## src/sv/hlsa_pkg.sv

```systemverilog
// shared types, constants and helper functions for the hls adjust pipeline
// no dependencies; imported by every module of the block
`default_nettype none

package hlsa_pkg;

    localparam int PIX_W  = 8;
    localparam int PCT_W  = 8;
    localparam int NUM_W  = 17;
    localparam int DEN_W  = 9;
    localparam int QUO_W  = 8;
    localparam int ADDR_W = 3;
    localparam int DATA_W = 32;

    // register index, taken from paddr bit 2
    localparam logic REG_LIGHT = 1'b0;
    localparam logic REG_SAT   = 1'b1;

    // reciprocal constants for division by 100, 85 and 255
    localparam logic [12:0] RECIP_100 = 13'd5243;
    localparam int          SHIFT_100 = 19;
    localparam logic [23:0] RECIP_85  = 24'd12632257;
    localparam int          SHIFT_85  = 30;
    localparam logic [17:0] RECIP_255 = 18'd131587;
    localparam int          SHIFT_255 = 25;

    // hue segment of a channel angle
    localparam logic [1:0] SEG_RISE = 2'd0;
    localparam logic [1:0] SEG_TOP  = 2'd1;
    localparam logic [1:0] SEG_FALL = 2'd2;
    localparam logic [1:0] SEG_LOW  = 2'd3;

    typedef logic [PIX_W-1:0] pix_t;

    // divider stage contents
    typedef struct packed {
        pix_t             light;
        logic [NUM_W-1:0] s_rem;
        logic [DEN_W-1:0] s_den;
        logic [QUO_W-1:0] s_quo;
        logic [NUM_W-1:0] h_rem;
        logic [DEN_W-1:0] h_den;
        logic [QUO_W-1:0] h_quo;
    } div_t;

    typedef struct packed {
        pix_t light;
        pix_t sat;
        pix_t hue;
    } hls_t;

    // clamped percentages from the register file
    typedef struct packed {
        logic signed [PCT_W-1:0] light_pct;
        logic signed [PCT_W-1:0] sat_pct;
    } pct_t;

    function automatic logic signed [PCT_W-1:0] clamp_pct(input logic [PCT_W-1:0] raw);
        logic signed [PCT_W-1:0] v;
        v = signed'(raw);
        if (v > 8'sd100) begin
            return 8'sd100;
        end
        if (v < -8'sd100) begin
            return -8'sd100;
        end
        return v;
    endfunction

    // one restoring division step on both quotients
    function automatic div_t div_step(input div_t x, input logic [2:0] j);
        div_t             y;
        logic [NUM_W-1:0] ds;
        logic [NUM_W-1:0] dh;
        y  = x;
        ds = NUM_W'(x.s_den) << j;
        dh = NUM_W'(x.h_den) << j;
        if (x.s_rem >= ds) begin
            y.s_rem    = x.s_rem - ds;
            y.s_quo[j] = 1'b1;
        end
        if (x.h_rem >= dh) begin
            y.h_rem    = x.h_rem - dh;
            y.h_quo[j] = 1'b1;
        end
        return y;
    endfunction

    // angle in units of 360/255 degrees: 42 ends the rise, 127 the top, 169 the fall
    function automatic logic [1:0] seg_of(input pix_t k);
        if (k <= 8'd42) begin
            return SEG_RISE;
        end
        if (k <= 8'd127) begin
            return SEG_TOP;
        end
        if (k <= 8'd169) begin
            return SEG_FALL;
        end
        return SEG_LOW;
    endfunction

    // distance from the low plateau along a slope
    function automatic logic [5:0] slope_of(input pix_t k);
        pix_t t;
        t = 8'd170 - k;
        return (k <= 8'd42) ? k[5:0] : t[5:0];
    endfunction

endpackage

`default_nettype wire

```

## src/sv/rgb_hls_lightness_saturation_adjust_top.sv

```systemverilog
// top level: register file, rgb->hls front, dividers, adjust and hls->rgb back end
// depends on hlsa_pkg, hlsa_front, hlsa_div, hlsa_adjust, hlsa_back
//
// channel   handshake          payload
// s_        s_valid / s_ready  s_in_red, s_in_green, s_in_blue
// m_        m_valid / m_ready  m_out_red, m_out_green, m_out_blue
// apb       psel / penable     paddr, pwrite, pwdata, prdata, pready
//
// one pixel per clock sustained while m_ready is high; a pixel passes through
// 18 register stages: 1 front, 8 divider, 2 adjust, 7 back end
// synchronous active-low reset clears all valid bits and both percent registers
// a stall on m_ready fills bubbles first; s_ready drops only when every stage is full
`default_nettype none

module rgb_hls_lightness_saturation_adjust_top (
    input  wire                            aclk,
    input  wire                            aresetn,
    input  wire                            psel,
    input  wire                            penable,
    input  wire                            pwrite,
    input  wire [hlsa_pkg::ADDR_W-1:0]     paddr,
    input  wire [hlsa_pkg::DATA_W-1:0]     pwdata,
    output logic [hlsa_pkg::DATA_W-1:0]    prdata,
    output logic                           pready,
    input  wire                            s_valid,
    output logic                           s_ready,
    input  wire hlsa_pkg::pix_t            s_in_red,
    input  wire hlsa_pkg::pix_t            s_in_green,
    input  wire hlsa_pkg::pix_t            s_in_blue,
    output logic                           m_valid,
    input  wire                            m_ready,
    output hlsa_pkg::pix_t                 m_out_red,
    output hlsa_pkg::pix_t                 m_out_green,
    output hlsa_pkg::pix_t                 m_out_blue
);
    import hlsa_pkg::*;

    logic [PCT_W-1:0] light_reg;
    logic [PCT_W-1:0] sat_reg;
    pct_t             pct;
    logic             wr_en;

    logic front_valid, front_ready;
    div_t front_data;
    logic div_valid, div_ready;
    hls_t div_data;
    logic adj_valid, adj_ready;
    hls_t adj_data;

    // register file write and read
    assign pready = 1'b1;
    assign wr_en  = psel && penable && pwrite && pready;

    always_ff @(posedge aclk) begin
        if (!aresetn) begin
            light_reg <= '0;
            sat_reg   <= '0;
        end else if (wr_en) begin
            unique case (paddr[2])
                REG_LIGHT: light_reg <= pwdata[PCT_W-1:0];
                REG_SAT:   sat_reg   <= pwdata[PCT_W-1:0];
                default:   ;
            endcase
        end
    end

    always_comb begin
        unique case (paddr[2])
            REG_LIGHT: prdata = DATA_W'(light_reg);
            REG_SAT:   prdata = DATA_W'(sat_reg);
            default:   prdata = '0;
        endcase
    end

    assign pct.light_pct = clamp_pct(light_reg);
    assign pct.sat_pct   = clamp_pct(sat_reg);

    hlsa_front u_front (
        .aclk      (aclk),
        .aresetn   (aresetn),
        .in_valid  (s_valid),
        .in_ready  (s_ready),
        .in_red    (s_in_red),
        .in_green  (s_in_green),
        .in_blue   (s_in_blue),
        .out_valid (front_valid),
        .out_ready (front_ready),
        .out_data  (front_data)
    );

    hlsa_div u_div (
        .aclk      (aclk),
        .aresetn   (aresetn),
        .in_valid  (front_valid),
        .in_ready  (front_ready),
        .in_data   (front_data),
        .out_valid (div_valid),
        .out_ready (div_ready),
        .out_data  (div_data)
    );

    hlsa_adjust u_adjust (
        .aclk      (aclk),
        .aresetn   (aresetn),
        .pct       (pct),
        .in_valid  (div_valid),
        .in_ready  (div_ready),
        .in_data   (div_data),
        .out_valid (adj_valid),
        .out_ready (adj_ready),
        .out_data  (adj_data)
    );

    hlsa_back u_back (
        .aclk      (aclk),
        .aresetn   (aresetn),
        .in_valid  (adj_valid),
        .in_ready  (adj_ready),
        .in_data   (adj_data),
        .out_valid (m_valid),
        .out_ready (m_ready),
        .out_red   (m_out_red),
        .out_green (m_out_green),
        .out_blue  (m_out_blue)
    );

endmodule

`default_nettype wire

```

## src/sv/hlsa_front.sv

```systemverilog
// rgb to max/min, lightness and divider operands, one register stage
// depends on hlsa_pkg
`default_nettype none

module hlsa_front (
    input  wire                  aclk,
    input  wire                  aresetn,
    input  wire                  in_valid,
    output logic                 in_ready,
    input  wire hlsa_pkg::pix_t  in_red,
    input  wire hlsa_pkg::pix_t  in_green,
    input  wire hlsa_pkg::pix_t  in_blue,
    output logic                 out_valid,
    input  wire                  out_ready,
    output hlsa_pkg::div_t       out_data
);
    import hlsa_pkg::*;

    logic  valid_reg;
    div_t  data_reg;
    div_t  data_next;
    logic  en;

    pix_t        mx;
    pix_t        mn;
    pix_t        dif;
    logic [8:0]  sum;
    logic [10:0] n;

    // stage advances when empty or when downstream takes its contents
    assign en       = !valid_reg || out_ready;
    assign in_ready = en;

    // extremes, lightness and the two dividend/divisor pairs
    always_comb begin
        mx = in_red;
        mn = in_red;
        if (in_green > mx) mx = in_green;
        if (in_blue > mx)  mx = in_blue;
        if (in_green < mn) mn = in_green;
        if (in_blue < mn)  mn = in_blue;
        dif = mx - mn;
        sum = 9'(mx) + 9'(mn);

        // hue numerator, blue wins ties over green, green over red
        if (in_blue == mx) begin
            n = {1'b0, dif, 2'b00} + 11'(in_red) - 11'(in_green);
        end else if (in_green == mx) begin
            n = {2'b00, dif, 1'b0} + 11'(in_blue) - 11'(in_red);
        end else if (in_green > in_blue) begin
            n = 11'(in_green - in_blue);
        end else begin
            n = 11'(dif) * 11'd6 - 11'(in_blue - in_green);
        end

        data_next.light = sum[8:1];
        data_next.s_quo = '0;
        data_next.h_quo = '0;
        if (dif == 8'd0) begin
            // grey: zero quotients, unit divisors
            data_next.s_rem = '0;
            data_next.s_den = 9'd1;
            data_next.h_rem = '0;
            data_next.h_den = 9'd1;
        end else begin
            data_next.s_rem = NUM_W'(dif) * NUM_W'(255);
            data_next.s_den = (sum <= 9'd255) ? sum : 9'd510 - sum;
            data_next.h_rem = NUM_W'(n) * NUM_W'(85);
            data_next.h_den = {dif, 1'b0};
        end
    end

    always_ff @(posedge aclk) begin
        if (!aresetn) begin
            valid_reg <= 1'b0;
        end else if (en) begin
            valid_reg <= in_valid;
        end
    end

    always_ff @(posedge aclk) begin
        if (en) begin
            data_reg <= data_next;
        end
    end

    assign out_valid = valid_reg;
    assign out_data  = data_reg;

endmodule

`default_nettype wire

```

## src/sv/hlsa_div.sv

```systemverilog
// pipelined restoring divider, one quotient bit per stage for saturation and hue
// depends on hlsa_pkg
`default_nettype none

module hlsa_div (
    input  wire                  aclk,
    input  wire                  aresetn,
    input  wire                  in_valid,
    output logic                 in_ready,
    input  wire hlsa_pkg::div_t  in_data,
    output logic                 out_valid,
    input  wire                  out_ready,
    output hlsa_pkg::hls_t       out_data
);
    import hlsa_pkg::*;

    logic [QUO_W-1:0] valid_reg;
    div_t             stage_reg [QUO_W];
    logic [QUO_W:0]   en;

    assign en[QUO_W] = out_ready;
    assign in_ready  = en[0];

    for (genvar i = 0; i < QUO_W; i++) begin : g_stage
        logic prev_valid;
        div_t prev_data;

        if (i == 0) begin : g_first
            assign prev_valid = in_valid;
            assign prev_data  = in_data;
        end else begin : g_rest
            assign prev_valid = valid_reg[i-1];
            assign prev_data  = stage_reg[i-1];
        end

        // ready chain: a stage moves when empty or when the next one moves
        assign en[i] = !valid_reg[i] || en[i+1];

        always_ff @(posedge aclk) begin
            if (!aresetn) begin
                valid_reg[i] <= 1'b0;
            end else if (en[i]) begin
                valid_reg[i] <= prev_valid;
            end
        end

        // quotient bit QUO_W-1-i
        always_ff @(posedge aclk) begin
            if (en[i]) begin
                stage_reg[i] <= div_step(prev_data, 3'(QUO_W - 1 - i));
            end
        end
    end

    assign out_valid      = valid_reg[QUO_W-1];
    assign out_data.light = stage_reg[QUO_W-1].light;
    assign out_data.sat   = stage_reg[QUO_W-1].s_quo;
    assign out_data.hue   = stage_reg[QUO_W-1].h_quo;

endmodule

`default_nettype wire

```

## src/sv/hlsa_adjust.sv

```systemverilog
// percentage scaling of lightness and saturation, two register stages
// depends on hlsa_pkg
`default_nettype none

module hlsa_adjust (
    input  wire                  aclk,
    input  wire                  aresetn,
    input  wire hlsa_pkg::pct_t  pct,
    input  wire                  in_valid,
    output logic                 in_ready,
    input  wire hlsa_pkg::hls_t  in_data,
    output logic                 out_valid,
    input  wire                  out_ready,
    output hlsa_pkg::hls_t       out_data
);
    import hlsa_pkg::*;

    typedef struct packed {
        logic [14:0] prod_l;
        logic [14:0] prod_s;
        pix_t        base_l;
        pix_t        base_s;
        pix_t        hue;
    } adj_t;

    logic [1:0] valid_reg;
    logic [2:0] en;
    adj_t       mul_reg;
    adj_t       mul_next;
    hls_t       res_reg;
    hls_t       res_next;

    logic [6:0] coef_l;
    logic [6:0] coef_s;
    pix_t       op_l;
    pix_t       op_s;
    logic [27:0] scaled_l;
    logic [27:0] scaled_s;

    assign en[2]    = out_ready;
    assign en[1]    = !valid_reg[1] || en[2];
    assign en[0]    = !valid_reg[0] || en[1];
    assign in_ready = en[0];

    // positive moves toward 255 from v, otherwise v is scaled by 100+p
    function automatic logic [6:0] coef_of(input logic signed [PCT_W-1:0] p);
        logic signed [PCT_W-1:0] c;
        c = (p > 8'sd0) ? p : 8'sd100 + p;
        return c[6:0];
    endfunction

    always_comb begin
        coef_l = coef_of(pct.light_pct);
        coef_s = coef_of(pct.sat_pct);
        op_l   = (pct.light_pct > 8'sd0) ? 8'd255 - in_data.light : in_data.light;
        op_s   = (pct.sat_pct > 8'sd0) ? 8'd255 - in_data.sat : in_data.sat;

        mul_next.prod_l = 15'(op_l) * 15'(coef_l);
        mul_next.prod_s = 15'(op_s) * 15'(coef_s);
        mul_next.base_l = (pct.light_pct > 8'sd0) ? in_data.light : 8'd0;
        mul_next.base_s = (pct.sat_pct > 8'sd0) ? in_data.sat : 8'd0;
        mul_next.hue    = in_data.hue;
    end

    // divide by 100 through the reciprocal
    always_comb begin
        scaled_l       = 28'(mul_reg.prod_l) * 28'(RECIP_100);
        scaled_s       = 28'(mul_reg.prod_s) * 28'(RECIP_100);
        res_next.light = mul_reg.base_l + scaled_l[SHIFT_100 +: PIX_W];
        res_next.sat   = mul_reg.base_s + scaled_s[SHIFT_100 +: PIX_W];
        res_next.hue   = mul_reg.hue;
    end

    always_ff @(posedge aclk) begin
        if (!aresetn) begin
            valid_reg <= '0;
        end else begin
            if (en[0]) valid_reg[0] <= in_valid;
            if (en[1]) valid_reg[1] <= valid_reg[0];
        end
    end

    always_ff @(posedge aclk) begin
        if (en[0]) mul_reg <= mul_next;
        if (en[1]) res_reg <= res_next;
    end

    assign out_valid = valid_reg[1];
    assign out_data  = res_reg;

endmodule

`default_nettype wire

```

## src/sv/hlsa_back.sv

```systemverilog
// hls to rgb conversion, seven register stages, last stage is the output register
// depends on hlsa_pkg
`default_nettype none

module hlsa_back (
    input  wire                  aclk,
    input  wire                  aresetn,
    input  wire                  in_valid,
    output logic                 in_ready,
    input  wire hlsa_pkg::hls_t  in_data,
    output logic                 out_valid,
    input  wire                  out_ready,
    output hlsa_pkg::pix_t       out_red,
    output hlsa_pkg::pix_t       out_green,
    output hlsa_pkg::pix_t       out_blue
);
    import hlsa_pkg::*;

    localparam int NST = 7;

    typedef struct packed {
        pix_t        light;
        pix_t        sat;
        pix_t        hue;
        logic [15:0] ls;
    } b1_t;

    typedef struct packed {
        pix_t        light;
        logic        grey;
        pix_t        hue;
        logic [15:0] m2;
    } b2_t;

    typedef struct packed {
        pix_t            light;
        logic            grey;
        logic [15:0]     m1;
        logic [15:0]     m2;
        logic [15:0]     d;
        logic [2:0][1:0] seg;
        logic [2:0][5:0] slope;
    } b3_t;

    typedef struct packed {
        pix_t             light;
        logic             grey;
        logic [15:0]      m1;
        logic [15:0]      m2;
        logic [2:0][1:0]  seg;
        logic [2:0][22:0] prod;
    } b4_t;

    typedef struct packed {
        pix_t             light;
        logic             grey;
        logic [15:0]      m1;
        logic [15:0]      m2;
        logic [2:0][1:0]  seg;
        logic [2:0][15:0] q;
    } b5_t;

    typedef struct packed {
        pix_t             light;
        logic             grey;
        logic [2:0][15:0] t;
    } b6_t;

    logic [NST-1:0] valid_reg;
    logic [NST:0]   en;

    b1_t b1_reg, b1_next;
    b2_t b2_reg, b2_next;
    b3_t b3_reg, b3_next;
    b4_t b4_reg, b4_next;
    b5_t b5_reg, b5_next;
    b6_t b6_reg, b6_next;
    logic [2:0][7:0] rgb_reg, rgb_next;

    logic [17:0] m2_sum;
    logic [16:0] m1_full;
    logic [8:0]  k_red;
    pix_t        k_blue;
    pix_t [2:0]  k;
    logic [46:0] q_full [3];
    logic [16:0] t_sum  [3];
    logic [33:0] o_full [3];

    // ready chain over all stages
    assign en[NST] = out_ready;
    for (genvar i = 0; i < NST; i++) begin : g_en
        assign en[i] = !valid_reg[i] || en[i+1];
    end
    assign in_ready = en[0];

    // stage 1: l*s
    always_comb begin
        b1_next.light = in_data.light;
        b1_next.sat   = in_data.sat;
        b1_next.hue   = in_data.hue;
        b1_next.ls    = 16'(in_data.light) * 16'(in_data.sat);
    end

    // stage 2: m2 scaled by 255*255
    always_comb begin
        if (b1_reg.light <= 8'd127) begin
            m2_sum = 18'(b1_reg.light) * 18'd255 + 18'(b1_reg.ls);
        end else begin
            m2_sum = 18'(b1_reg.sat) * 18'd255 + 18'(b1_reg.light) * 18'd255
                     - 18'(b1_reg.ls);
        end
        b2_next.light = b1_reg.light;
        b2_next.grey  = (b1_reg.sat == 8'd0);
        b2_next.hue   = b1_reg.hue;
        b2_next.m2    = m2_sum[15:0];
    end

    // stage 3: m1, swing, channel angles and segments
    always_comb begin
        m1_full = 17'(b2_reg.light) * 17'd510 - 17'(b2_reg.m2);
        k_red   = 9'(b2_reg.hue) + 9'd85;
        if (k_red > 9'd255) begin
            k_red = k_red - 9'd255;
        end
        k_blue = (b2_reg.hue >= 8'd85) ? b2_reg.hue - 8'd85 : b2_reg.hue + 8'd170;
        k[0]   = k_red[7:0];
        k[1]   = b2_reg.hue;
        k[2]   = k_blue;

        b3_next.light = b2_reg.light;
        b3_next.grey  = b2_reg.grey;
        b3_next.m1    = m1_full[15:0];
        b3_next.m2    = b2_reg.m2;
        b3_next.d     = b2_reg.m2 - m1_full[15:0];
        for (int c = 0; c < 3; c++) begin
            b3_next.seg[c]   = seg_of(k[c]);
            b3_next.slope[c] = slope_of(k[c]);
        end
    end

    // stage 4: 2*slope*swing
    always_comb begin
        b4_next.light = b3_reg.light;
        b4_next.grey  = b3_reg.grey;
        b4_next.m1    = b3_reg.m1;
        b4_next.m2    = b3_reg.m2;
        b4_next.seg   = b3_reg.seg;
        for (int c = 0; c < 3; c++) begin
            b4_next.prod[c] = 23'({b3_reg.slope[c], 1'b0}) * 23'(b3_reg.d);
        end
    end

    // stage 5: divide by 85 through the reciprocal
    always_comb begin
        b5_next.light = b4_reg.light;
        b5_next.grey  = b4_reg.grey;
        b5_next.m1    = b4_reg.m1;
        b5_next.m2    = b4_reg.m2;
        b5_next.seg   = b4_reg.seg;
        for (int c = 0; c < 3; c++) begin
            q_full[c]    = 47'(b4_reg.prod[c]) * 47'(RECIP_85);
            b5_next.q[c] = q_full[c][SHIFT_85 +: 16];
        end
    end

    // stage 6: pick the channel value by segment
    always_comb begin
        b6_next.light = b5_reg.light;
        b6_next.grey  = b5_reg.grey;
        for (int c = 0; c < 3; c++) begin
            t_sum[c] = 17'(b5_reg.m1) + 17'(b5_reg.q[c]);
            case (b5_reg.seg[c]) inside
                SEG_RISE, SEG_FALL: b6_next.t[c] = t_sum[c][15:0];
                SEG_TOP:            b6_next.t[c] = b5_reg.m2;
                default:            b6_next.t[c] = b5_reg.m1;
            endcase
        end
    end

    // stage 7: divide by 255, grey when saturation is zero
    always_comb begin
        for (int c = 0; c < 3; c++) begin
            o_full[c]   = 34'(b6_reg.t[c]) * 34'(RECIP_255);
            rgb_next[c] = b6_reg.grey ? b6_reg.light : o_full[c][SHIFT_255 +: PIX_W];
        end
    end

    always_ff @(posedge aclk) begin
        if (!aresetn) begin
            valid_reg <= '0;
        end else begin
            if (en[0]) valid_reg[0] <= in_valid;
            for (int i = 1; i < NST; i++) begin
                if (en[i]) valid_reg[i] <= valid_reg[i-1];
            end
        end
    end

    always_ff @(posedge aclk) begin
        if (en[0]) b1_reg  <= b1_next;
        if (en[1]) b2_reg  <= b2_next;
        if (en[2]) b3_reg  <= b3_next;
        if (en[3]) b4_reg  <= b4_next;
        if (en[4]) b5_reg  <= b5_next;
        if (en[5]) b6_reg  <= b6_next;
        if (en[6]) rgb_reg <= rgb_next;
    end

    assign out_valid = valid_reg[NST-1];
    assign out_red   = rgb_reg[0];
    assign out_green = rgb_reg[1];
    assign out_blue  = rgb_reg[2];

endmodule

`default_nettype wire

```

## config.mk

```make
export PLATFORM = sky130hd
export DESIGN_NAME = rgb_hls_lightness_saturation_adjust_top
export DESIGN_NICKNAME = d
export VERILOG_FILES = /design/src/sv/hlsa_pkg.sv /design/src/sv/rgb_hls_lightness_saturation_adjust_top.sv /design/src/sv/hlsa_front.sv /design/src/sv/hlsa_div.sv /design/src/sv/hlsa_adjust.sv /design/src/sv/hlsa_back.sv
export SDC_FILE = /design/constraint.sdc
export NUM_CORES = 2
export LEC_CHECK = 0
export BUFFER_PORTS_ARGS = -buffer_cell sky130_fd_sc_hd__buf_4
export CAP_MARGIN = 15
export CORE_UTILIZATION = 30
export DETAILED_ROUTE_END_ITERATION = 8
export SLEW_MARGIN = 25
export SYNTH_ARGS = -nofsm -noshare
export SYNTH_HDL_FRONTEND = slang
export SYNTH_SLANG_ARGS = --single-unit
export TNS_END_PERCENT = 20
```

## constraint.sdc

```tcl
create_clock -name aclk -period 13.6 [get_ports aclk]
set_input_delay 2.72 -clock aclk [delete_from_list [all_inputs] [get_ports aclk]]
set_output_delay 2.72 -clock aclk [all_outputs]
set_load 0.03 [all_outputs]
```

# After elaboration in Yosys (flattened, before gate mapping)
# Memory sizes are Yosys's and may differ from the RTL's.
# Index checks and enable logic that the tools add are counted.
[word_totals] register_bits=615 mem_bits_rw=608 input_bits=66 output_inout_bits=59 elab_cells=406 memories=1
[memory_table] name="u_div.stage_reg" words=8 width=76 read_ports=8 rd_clocked_by_memory_dff=0 wr=8 line="hlsa_div.sv:18" text="div_t stage_reg [QUO_W];"
[classes] n_addsub=47 mul=20 n_lt_le_gt_ge=40 eq_ne=8 n_mux=159 bitwise=1 n_reduce_logical=48
[op_table] cell="$mux W17" n=32
[op_table] cell="$mux W8" n=19
[op_table] cell="$mul A22 B24 Y45 const B" n=3
[op_table] cell="$mux W16" n=7
[op_table] cell="$mul A16 B18 Y33 const B" n=3
[op_table] cell="$add A16 B16 Y16" n=5
[op_table] cell="$mux W1" n=73
[op_table] cell="$mul A6 B16 Y22" n=3
[op_table] cell="$pmux W32 S2" n=1
[op_table] cell="$mul A15 B13 Y27 const B" n=2
[op_table] cell="$mul A8 B8 Y16 const B" n=3
[op_table] cell="$sub A16 B16 Y16" n=3
[op_table] cell="$mux W2" n=18
[op_table] cell="$ge A17 B10 Y1" n=2
[op_table] cell="$ge A17 B11 Y1" n=2
[op_table] cell="$ge A17 B12 Y1" n=2
[op_table] cell="$ge A17 B13 Y1" n=2
[op_table] cell="$ge A17 B14 Y1" n=2
[op_table] cell="$ge A17 B15 Y1" n=2
[op_table] cell="$ge A17 B16 Y1" n=2
[op_table] cell="$ge A17 B9 Y1" n=2
[op_table] cell="$sub A17 B10 Y17" n=2
[op_table] cell="$sub A17 B11 Y17" n=2
[op_table] cell="$sub A17 B12 Y17" n=2
[op_table] cell="52 further kinds" n=129

# Depth between registers and ports, before layout
[logic_depth] ltp_word=20 mapped_depth=52 depth_no_buf=52

# Cells and area by module
# From an unflattened synthesis, not the netlist that was laid out.
[hier_totals] hier_cells=9686 hier_area_um2=105353.5
[by_module_without_submodules] mod="hlsa_back" n_inst=1 cells_each=5045 area_each_um2=53408.7 seq_area_each_um2=13232.7
[by_module_without_submodules] mod="hlsa_div" n_inst=1 cells_each=1936 area_each_um2=26431.6 seq_area_each_um2=16856.2
[by_module_without_submodules] mod="hlsa_adjust" n_inst=1 cells_each=1469 area_each_um2=14455.1 seq_area_each_um2=2382.3
[by_module_without_submodules] mod="hlsa_front" n_inst=1 cells_each=1097 area_each_um2=9873.2 seq_area_each_um2=1761.7
[by_module_without_submodules] mod="rgb_hls_lightness_saturation_adjust_top" n_inst=1 cells_each=139 area_each_um2=1184.9 seq_area_each_um2=320.3

# Least setup slack after synthesis
# Ideal clock, no wire load.
[synth_timing] kind="input to register" from="input port s_in_red[5]" to="register u_front.data_reg, in the netlist u_front.out_data[33], data pin" setup_ns=0.131 arrival_ns=12.558 required_time_ns=13.469 setup_slack_ns=0.911 stages=48 n_path_buf=1 cell_sequence="inv_1 > ha_1 > a21oi_1 > o21ai_1 > o21a_1 > nor2_2 > nor2_1 > a21oi_1 > ha_1 > a21o_1 > a21oi_1 > a21oi_1 > o31ai_2 > clkbuf_1 > nor2_1 > a21oi_1 > ha_1 > o21bai_1 > [... 12 more ...] > o21ai_0 > mux2_2 > ha_1 > inv_1 > fa_1 > inv_1 > ha_1 > fa_1 > ha_1 > or2_2 > a21oi_1 > a21oi_1 > a211o_1 > a21oi_1 > xnor2_1 > or3_1 > o32a_1 > nand2_1"
[synth_between] elab_chain_cells=11 word_cells_on_any_way=22 cone_classes="6 x add/sub; 2 x mul; 4 x order compare; 2 x eq/ne; 7 x mux; 1 x reduce/logical"
[synth_lines] element="start: declaration" line="rgb_hls_lightness_saturation_adjust_top.sv:27" text="input wire hlsa_pkg::pix_t s_in_red,"
[synth_lines] element="$gt A8 B8 Y1 or $lt A8 B8 Y1 (tied branches)" line="hlsa_front.sv:38, hlsa_front.sv:40"
[synth_lines] element="$mux W8, on equally long branches" line="hlsa_front.sv:38, hlsa_front.sv:40"
[synth_lines] element="$gt A8 B8 Y1 or $lt A8 B8 Y1 (tied branches)" line="hlsa_front.sv:39, hlsa_front.sv:41"
[synth_lines] element="$mux W8, on equally long branches" line="hlsa_front.sv:39, hlsa_front.sv:41"
[synth_lines] element="$sub A8 B8 Y8 (*)" line="hlsa_front.sv:42" text="dif = mx - mn;"
[synth_lines] element="net u_front.dif[3]" line="hlsa_front.sv:26" text="pix_t dif;"
[synth_lines] element="$mul A8 B2 Y10" line="hlsa_front.sv:53" text="n = 11'(dif) * 11'd6 - 11'(in_blue - in_green);"
[synth_lines] element="$sub A11 B11 Y11" line="hlsa_front.sv:53"
[synth_lines] element="$mux W11" line="hlsa_front.sv:50" text="end else if (in_green > in_blue) begin"
[synth_lines] element="$mux W11" line="hlsa_front.sv:48" text="end else if (in_green == mx) begin"
[synth_lines] element="$mux W11" line="hlsa_front.sv:46" text="if (in_blue == mx) begin"
[synth_lines] element="$mul A11 B7 Y17" line="hlsa_front.sv:68" text="data_next.h_rem = NUM_W'(n) * NUM_W'(85);"
[synth_lines] element="end signal: assignment" line="hlsa_front.sv:83" text="data_reg <= data_next;"
[synth_lines] element="end: declaration" line="hlsa_front.sv:20" text="div_t data_reg;"
# The timed path passes the listed nets; every way through them passes the cells marked *.
# A chain may end at the register's enable or synchronous reset.

# Worst setup path in the final report
[layout_timing] from="input port s_in_red[7]" to="register u_front.data_reg, in the netlist u_front.out_data[33], data pin"
# The elaborated chain is that of the path after synthesis.

==> results.md <==
* Ports at ~130
* Antenna-violating nets left at 0
* Initial antenna violation count at 1
* Starting Density at 30.2%
* # port buffers at between 70 and 80
* Most common cell after layout, fill and taps aside: ha_1
* CP max-delay cell: o41ai_1
* Max-Cap Viols at 0
* Hold Path Stages at 0
* Critical path's largest stage delay at about 620 ps
* Max FFs per register at between 400 and 500
* H-tree depth at 3
* Share of cells above drive strength 1 at under 10%
* R2R Path Start: light_reg[0]
* DR iter-0 viols at ~2700
* Slew Viols, Final at 0
* Post-CTS resize count at 0
* Crit. path cell count at 48
* Largest net degree at the start of global routing at 74
* Predominant post-synthesis flop cell: edfxtp_1
* Clock-pin slew on the worst setup and hold paths at 60 ps
* Cts bufs inserted at between 100 and 150
* Synth warnings at 0
* Worst-Skew Late Latency at around 800 ps
* Post-synth EDFFs at approximately 1100
* Fin crit period at around 13000 ps
* Core area at about 330000 um^2
* Status: finished, final reports clean
* Most frequent cells in the layout: 1698 x ha_1, 1588 x inv_1, 1065 x edfxtp_1
* Vias at about 63000
* WP data required at between 10000 and 15000 ps
* First-pass GRT wire length at roughly 330 mm
* Die width at 581 um
* Final Hold Fails at 0
* Worst reg2reg endpoint: u_adjust.mul_reg[52]
* Yosys cell types at 102
* Area Growth Syn to Fin at 10.2%
* Hpwl dp at about 170 mm
* Final setup viols at 0
* Total grt overflow at 0
* Hold Crit Start: u_front.out_data[70]
* Worst path bufs/invs at 6
* Vias/cell at 4.53
* Final setup TNS at 0 ps
* Gpl congestion at ~0.87
* Hold-fix buffers at CTS at 0
* Register bit total from synthesis at about 1100
* CP endpoint kind: flip-flop
* Worst Path Max Fanout at 18
* Die height at a little under 600 um
* Number of global-route vias before repair at about 64000
* Post-CTS Setup Inserts at 0
* Clock Root Buffer: clkbuf_16
* Synthesized area per cell at 10.8 um^2
* Fmax at approximately 80 MHz
* Worst Reg-to-Reg Cells at 24
* Slew HR at between 30% and 40%
* Drt first pass iters at 5
* Final worst path period share at between 90% and 100%
* Slew @ Worst Pin at roughly 1000 ps
* Post-DR wirelength/cell at 14.5 um
* RSZ-0062 raised after global routing: no
* Clock buffer depth at 3
* Crit path launch type: primary input
* Arr. time, crit path at 13220 ps
* Row count at between 200 and 250
* Seq/Total Area, Yosys at 32.4%
* CTS sink cnt at 1099
* Clk_skew at ~73 ps
* WHS Endpoint: u_div.stage_reg[0][70]
* Synthesized cell area at about 100000 um^2
* Mapped Cells at just over 9000
* Worst min-delay path category: reg -> reg
* Cell family with most CP delay: compound AO/OA/AOI/OAI gates
* Final Routed Wirelength at about 200 mm
* GRT Total Usage at between 10% and 20%
* Final #Nets at approximately 12000
* Top cell by count, worst path: a21oi_1
* Worst R2R Setup Slack at 6110 ps
* # DRC at 0
* Ys async rst share at 0%
* Die area at 338000 um^2
* CTS tree: yes
* Crit path kind: in -> reg
* Fillers at approximately 34000
==> kinds of logic after synthesis <==
logic type	after synthesis	synth area share, %
buffers and inverters	1759	6.66
xor gates and xnor gates	534	4.67
muxes	154	1.61
DFF	1099	32.4
and+or+nand+nor	1934	9.23
other	2	0.00745
AOI/OAI and AO/OA	1323	8.31
adders and majority gates	2504	37.1
==> metrics by stage <==
stage | setup slack (ps) | std cells | instance area, um^2 | hold slack [ps] | util (%)
floorplan | 911 | 9350 | 101000 | 400 | -
global placement | 422 | 13702 | 107000 | 400 | 32.0
detailed placement | 225 | 13702 | 107000 | 405 | 32.0
CTS | 1060 | 13931 | 111000 | 351 | 33.2
global route | 250 | 13934 | 111000 | 375 | 33.3
finish | 1030 | 13935 | 111000 | 363 | 33.3
==> cell type report <==
cell class	count	area [um^2]	area share, %
antenna	1	2.50	0.00225
sequential	1099	32700	29.4
tap	4387	5490	4.95
clock buffer	139	3120	2.82
inverter	1603	6020	5.43
clock inverter	90	1130	1.02
multi-input combinational	6492	61600	55.5
timing repair buffer	124	971	0.875
==> how the worst max path moves through the flow <==
stage / start / end / slack, ps
5_1_grt: s_in_red[7] / u_front.out_data[33] / 250
2_1_floorplan: s_in_red[5] / u_front.out_data[33] / 910
6_report: s_in_red[7] / u_front.out_data[33] / 1030
3_3_place_gp: s_in_red[1] / u_front.out_data[33] / 420
3_5_place_dp: s_in_red[7] / u_front.out_data[33] / 220
4_1_cts: s_in_red[7] / u_front.out_data[33] / 1060
==> metal layers <==
layer  GRT usage [%]  vias up  wire length [um]
met4            2.82        0              4510
li1                -    31850                 -
met1            15.6    30303             93000
met2            21.3      712             99000
met5               0        -                 0
met3            1.20      231              5140
==> Yosys cell counts (124+ instances only) <==
library cell,n,area share (%)
a21oi_1,446,2.2
and2_1,154,0.96
edfxtp_1,1065,32
fa_1,805,16
ha_1,1698,21
inv_1,1595,5.9
nand2_1,616,2.3
nor2_1,470,1.8
nor2b_1,137,0.85
nor3_1,124,0.62
o21ai_0,258,1.3
xnor2_1,377,3.3
xor2_1,155,1.3
Power is not shown: default switching activity piles up to over one toggle a cycle in this logic, so the estimate is an artifact.
